$ cat src/rtl/ucm_pkg.sv
// ----------------------------------------------------------------------------
// Color table package
// Request, result and control types shared by the color table modules.
// ----------------------------------------------------------------------------
package ucm_pkg;

    localparam logic OP_INSERT = 1'b0;
    localparam logic OP_READ   = 1'b1;

    typedef struct packed {
        logic       op;
        logic [7:0] red_in;
        logic [7:0] green_in;
        logic [7:0] blue_in;
        logic [7:0] read_index;
    } t_request;

    typedef struct packed {
        logic       found;
        logic [7:0] slot;
        logic [8:0] entry_count;
        logic       overflow;
        logic [7:0] red_out;
        logic [7:0] green_out;
        logic [7:0] blue_out;
    } t_result;

    typedef enum logic [1:0] {
        ST_IDLE,
        ST_SCAN,
        ST_READ
    } t_state;

    // Commands from the controller to the datapath.
    typedef struct packed {
        logic accept;
        logic read_issue;
        logic scan_step;
        logic finish_hit;
        logic finish_miss;
        logic finish_read;
    } t_ctrl_cmd;

    // Status from the datapath back to the controller.
    typedef struct packed {
        logic hit;
        logic exhausted;
    } t_dp_status;

endpackage

$ cat src/rtl/ucm_controller.sv
// ----------------------------------------------------------------------------
// Color table controller
// Sequences insert scans and table reads and raises the result strobe.
// ----------------------------------------------------------------------------
module ucm_controller (
    input  logic                i_clk,
    input  logic                i_rst_n,
    input  logic                i_start,
    input  logic                i_op,
    input  ucm_pkg::t_dp_status i_status,
    output ucm_pkg::t_ctrl_cmd  o_cmd,
    output logic                o_busy,
    output logic                o_done
);

    ucm_pkg::t_state r_state, n_state;
    logic            r_done, n_done;

    always_ff @(posedge i_clk) begin
        if (!i_rst_n) begin
            r_state <= ucm_pkg::ST_IDLE;
            r_done  <= 1'b0;
        end else begin
            r_state <= n_state;
            r_done  <= n_done;
        end
    end

    always_comb begin
        n_state = r_state;
        n_done  = 1'b0;
        o_cmd   = '0;
        case (r_state)
            ucm_pkg::ST_IDLE: begin
                if (i_start) begin
                    o_cmd.accept = 1'b1;
                    if (i_op == ucm_pkg::OP_READ) begin
                        o_cmd.read_issue = 1'b1;
                        n_state          = ucm_pkg::ST_READ;
                    end else begin
                        n_state = ucm_pkg::ST_SCAN;
                    end
                end
            end
            ucm_pkg::ST_SCAN: begin
                // The first matching slot ends the scan.
                if (i_status.hit) begin
                    o_cmd.finish_hit = 1'b1;
                    n_done           = 1'b1;
                    n_state          = ucm_pkg::ST_IDLE;
                end else if (i_status.exhausted) begin
                    o_cmd.finish_miss = 1'b1;
                    n_done            = 1'b1;
                    n_state           = ucm_pkg::ST_IDLE;
                end else begin
                    o_cmd.scan_step = 1'b1;
                end
            end
            ucm_pkg::ST_READ: begin
                o_cmd.finish_read = 1'b1;
                n_done            = 1'b1;
                n_state           = ucm_pkg::ST_IDLE;
            end
            default: begin
                n_state = ucm_pkg::ST_IDLE;
            end
        endcase
    end

    assign o_busy = (r_state != ucm_pkg::ST_IDLE);
    assign o_done = r_done;

endmodule

$ cat config.mk
export PLATFORM = sky130hd
export DESIGN_NAME = ucm_controller
export DESIGN_NICKNAME = d
export VERILOG_FILES = /design/src/rtl/ucm_pkg.sv /design/src/rtl/ucm_controller.sv
export SDC_FILE = /design/constraint.sdc
export NUM_CORES = 1
export LEC_CHECK = 0
export BUFFER_PORTS_ARGS = -buffer_cell sky130_fd_sc_hd__clkbuf_2
export CELL_PAD_IN_SITES_DETAIL_PLACEMENT = 1
export CELL_PAD_IN_SITES_GLOBAL_PLACEMENT = 1
export CORE_AREA = 5 5 42 44
export DETAILED_ROUTE_END_ITERATION = 8
export DIE_AREA = 0 0 47 49
export HOLD_SLACK_MARGIN = 0.1
export MAX_ROUTING_LAYER = met4
export PLACE_DENSITY = 0.48
export SYNTH_ARGS = -nofsm -noshare
export SYNTH_HDL_FRONTEND = slang
export SYNTH_SLANG_ARGS = --single-unit
$ cat constraint.sdc
create_clock -name i_clk -period 2.6 [get_ports i_clk]
set_clock_uncertainty 0.15 [all_clocks]
set_input_delay 0.13 -clock i_clk [delete_from_list [all_inputs] [get_ports i_clk]]
set_output_delay 0.13 -clock i_clk [all_outputs]
set_load 0.01 [all_outputs]
-- After elaboration in Yosys (flattened, before gate mapping)
Cells that the tools add are included.
- register bits: 3
- input port bits: 6
- output and inout port bits: 8
- logic and storage cells: 26
- equality and inequality tests: 4
- mux-type cells: 17
- reductions and logical operators: 3
- operators with widths (kind ; number):
    $mux W2 ; 6
    $mux W1 ; 8
    $pmux W2 S2 ; 1
    $mux W3 ; 1
    $ne A3 B3 Y1 const B ; 1
    $eq A2 B1 Y1 const B ; 1
    $eq A2 B2 Y1 const B ; 1
    $logic_not A2 Y1 ; 1
    $ne A2 B2 Y1 const B ; 1
    $pmux W1 S2 ; 1
    $reduce_and A2 Y1 ; 1
    $reduce_bool A2 Y1 ; 1

-- Longest topological paths before layout
- depth in word-level cells: 3
- gate-level depth with buffers: 5
- gate-level depth less buffers: 5

-- Worst setup path after synthesis
OpenSTA, ideal clock, no wires.
- kind: reg-to-reg
- start point: register r_state[0]
- end point: register r_state[1]
- library setup time: 118 ps
- data arrival time: 1072 ps
- data required time: 2332 ps
- path slack: 1260 ps
- cell stages (with the launch flop): 6
- buffers on the path: 0
- period minus slack after synthesis: 1340 ps
- path through: dfxtp_1 inv_1 ha_1 and3_1 nor2b_1 o2bb2ai_1
- longest elaborated chain between the ends: 3
- elaborated cells between the ends (all ways): 6
- those cells by class: eq/ne: 3; mux: 1; reduce/logical: 2
- RTL lines (item ; RTL line ; source):
    start: declaration ; ucm_controller.sv:16 ; ucm_pkg::t_state r_state, n_state;
    start signal: assignment ; ucm_controller.sv:21 ; r_state <= ucm_pkg::ST_IDLE;
    start signal: assignment ; ucm_controller.sv:24 ; r_state <= n_state;
    $eq A2 B1 Y1 / $logic_not A2 Y1 (equally long branches) ; ucm_controller.sv:33 ; case (r_state)
    $ne A3 B3 Y1 (no line) / $ne A2 B2 Y1 (equally long branches) ; - ;
    $reduce_and A2 Y1 (no line) ; - ;
Parallel ways exist; a longest one is shown, timed or not.
A chain may end at the register's enable or synchronous reset.

-- Worst setup path after layout
- start point: register r_state[0]
- end point: register r_state[0]
Same word-level chain as after synthesis.

==> results_dict.tcl <==
set metrics [dict create \
    intPower_mw 0.126 \
    area_growth_pct 59.8 \
    syn_nets 37 \
    critPathLaunch "r_state[0]" \
    endpoint "r_state[0]" \
    cts_sinks 3 \
    clock-root-buffer "clkbuf_4" \
    crit_required_ps 2560 \
    rsz0062_at_grt "false" \
    startpoint_type "flop" \
    die_y_um 49 \
    min_path_type "primary input to flop" \
    slew_headroom 0.844 \
    syn_inst 27 \
    die_x_um 47 \
    first_global_vias 293 \
    swShare 0.266 \
    path_class "flop to flop" \
    cp.arrival_ps 1820 \
    grt_pass1_wl_um 1080 \
    antenna_found_initial 0 \
    synth-seq-cells 3 \
    gp_congestion 0.650 \
    clk_pin_slew_worst_paths_ps 30 \
    grt_overflow 0 \
    drtIter0Drc 1 \
    drt-pass1-iter-count 4 \
    postLayoutCoreUtil 0.270 \
    grtUsageTotal 0.0677 \
    switching_power_mw 0.0457 \
    synth_area_um2 236 \
    vdd_drop_max_mv 0.131 \
    htree_levels 1 \
    fillers 182 \
    syn_avg_cell_area_um2 8.76 \
    fin_crit_sh 0.714 \
    synthAdderAreaFrac 0.212 \
    antenna_left 0 \
    hold_start "i_start" \
    dieArea_mm2 0.00230 \
    vias 254 \
    r2r_setup_slack_ps 740 \
    nets 58 \
    numCtsBuffers 3 \
    hpwl_um 537 \
    synthTopCellsByArea "dfxtp_1, ha_1, inv_1" \
    power.leakage_nw 0.195 \
    rr_startpoint "r_state[0]" \
    crit_fanout 4 \
    synthTopCellsByCount "inv_1, ha_1, dfxtp_1, nand2_1" \
    portBuffers 13 \
    drv_cap 0 \
    core_region_area_mm2 0.00140 \
    hold_depth 4 \
    sequentialPowerShare 0.296 \
    drive_above_1_share 0.426 \
    worst_pin_slew_ps 233 \
    clock_path_buffers 2 \
    synth.most_common_cell "inv_1" \
    ios 14 \
    synth_seq_area_share 0.254 \
    synth_xor_area_frac 0 \
    cts_tree "done" \
    routed_wl_um 620 \
    p_clk_frac 0.467 \
    finalSetupViolCount 0 \
    start_util 0.169 \
    crit_path_end_kind "flop" \
    maxSlewViolCount 0 \
    synth-compound-area-share 0.143 \
    drcViolationCount 0 \
    synth_cell_types 16 \
    pwr-share-comb 0.237 \
    muxShareOfSynthArea 0 \
    yosys.area_share.simple 0.312 \
    synth.top_cell.area_share 0.254 \
    clock_latency_ps 230 \
    grt_max_degree 6 \
    num_rows 14 \
    yosys_warnings 0 \
    antenna_cells 0 \
    post_cts_resized 0 \
    hold_viol 0 \
    synth_top_family_by_area "simple AND/OR/NAND/NOR gates" \
    viasPerCell 4.03 \
    fin_setup_tns_ps 0 \
    fmax_ghz 0.538 \
    r2r-end "r_state[0]" \
    finalCriticalPeriod_ps 1860 \
    powerDensity_mw_per_mm2 455 \
    wl_per_cell_um 9.84 \
    async_reset_ff_frac 0 \
    r2r_cells 6 \
    status "finished clean" \
    yosys.area.top_type "dfxtp_1" \
    synth_edf_count 0 \
    synth_top_flop_cell "dfxtp_1" \
]
worst min-delay path by stage:
| stage | endpoint | slack, ps |
|---|---|---|
| 6_report | r_state[1] | 130 |
| 5_1_grt | r_state[1] | 170 |
| 4_1_cts | r_state[1] | 130 |
| 3_5_place_dp | o_done | 260 |
| 3_3_place_gp | r_state[1] | 260 |
| 2_1_floorplan | r_state[1] | 100 |
critical path, cell delays in order, from the launching register on:
cell and delay, ps:
dfxtp_1 380, inv_1 80, ha_1 250, and2_1 170
nand3b_1 90, o22ai_1 70, dlygate4sd3_1 550
through the flow:
step                      cells  cell area [µm²]  power (mW)  hold slack, ps  worst slack [ps]
after detailed placement     56              322      0.0898             261              1190
after CTS                    63              378       0.178             134               716
after global routing         63              378       0.185             173               616
after global placement       56              322      0.0884             262              1210
final                        63              378       0.172             127               742
after floorplan              27              236      0.0726            96.9              1260
sequential cells by signal, summed over array words and instances, names as in the netlist:
name and flops:
o_done 1, r_state 2
power by group through the flow:
stage | combinational [mW] | sequential (mW) | clock, mW
4_1_cts | 0.0418 | 0.0511 | 0.0847
3_5_place_dp | 0.0381 | 0.0517 | 0
5_1_grt | 0.0463 | 0.0514 | 0.0870
2_1_floorplan | 0.0215 | 0.0511 | 0
3_3_place_gp | 0.0368 | 0.0516 | 0
6_report | 0.0407 | 0.0509 | 0.0804
cell families after synthesis:
group,Yosys count
AND/OR/NAND/NOR,10
AO/OA/AOI/OAI,5
buffers and inverters,5
adder cells (fa/ha/maj),4
flip-flops,3
repair_timing:
item,CTS,global route
setup buffers,0,0
endpoints found under the hold margin,3,0
hold buffers,3,0
final cells by class:
class	instances	area [µm²]	area share
well taps	16	20.0	0.0530
clock buffers	4	26.3	0.0695
repair buffers	16	95.1	0.252
multi-input cells	19	158	0.417
inverters	5	18.8	0.0497
flip-flops and latches	3	60.1	0.159
layer usage:
metal,part of all wire,GRT usage
met1,0.40,0.0632
met3,0.047,0.0332
met4,0,0.0415
met5,0,-
met2,0.55,0.106
placed cells by master, fill, tap and decap left out, drive strengths merged:
cell / Yosys / routed
clkbuf: 0 / 17
inv: 5 / 5
ha: 4 / 4
nand2: 3 / 3
dlygate4sd3: 0 / 3
dfxtp: 3 / 3
and2: 2 / 2
a21oi: 2 / 2
and3: 1 / 1
and3b: 1 / 1
nor3b: 1 / 1
nor2b: 1 / 1
o2bb2ai: 1 / 1
o21ai: 1 / 1
nand3b: 1 / 1
o22ai: 1 / 1
Note: power is estimated with default switching activity, not from simulation.
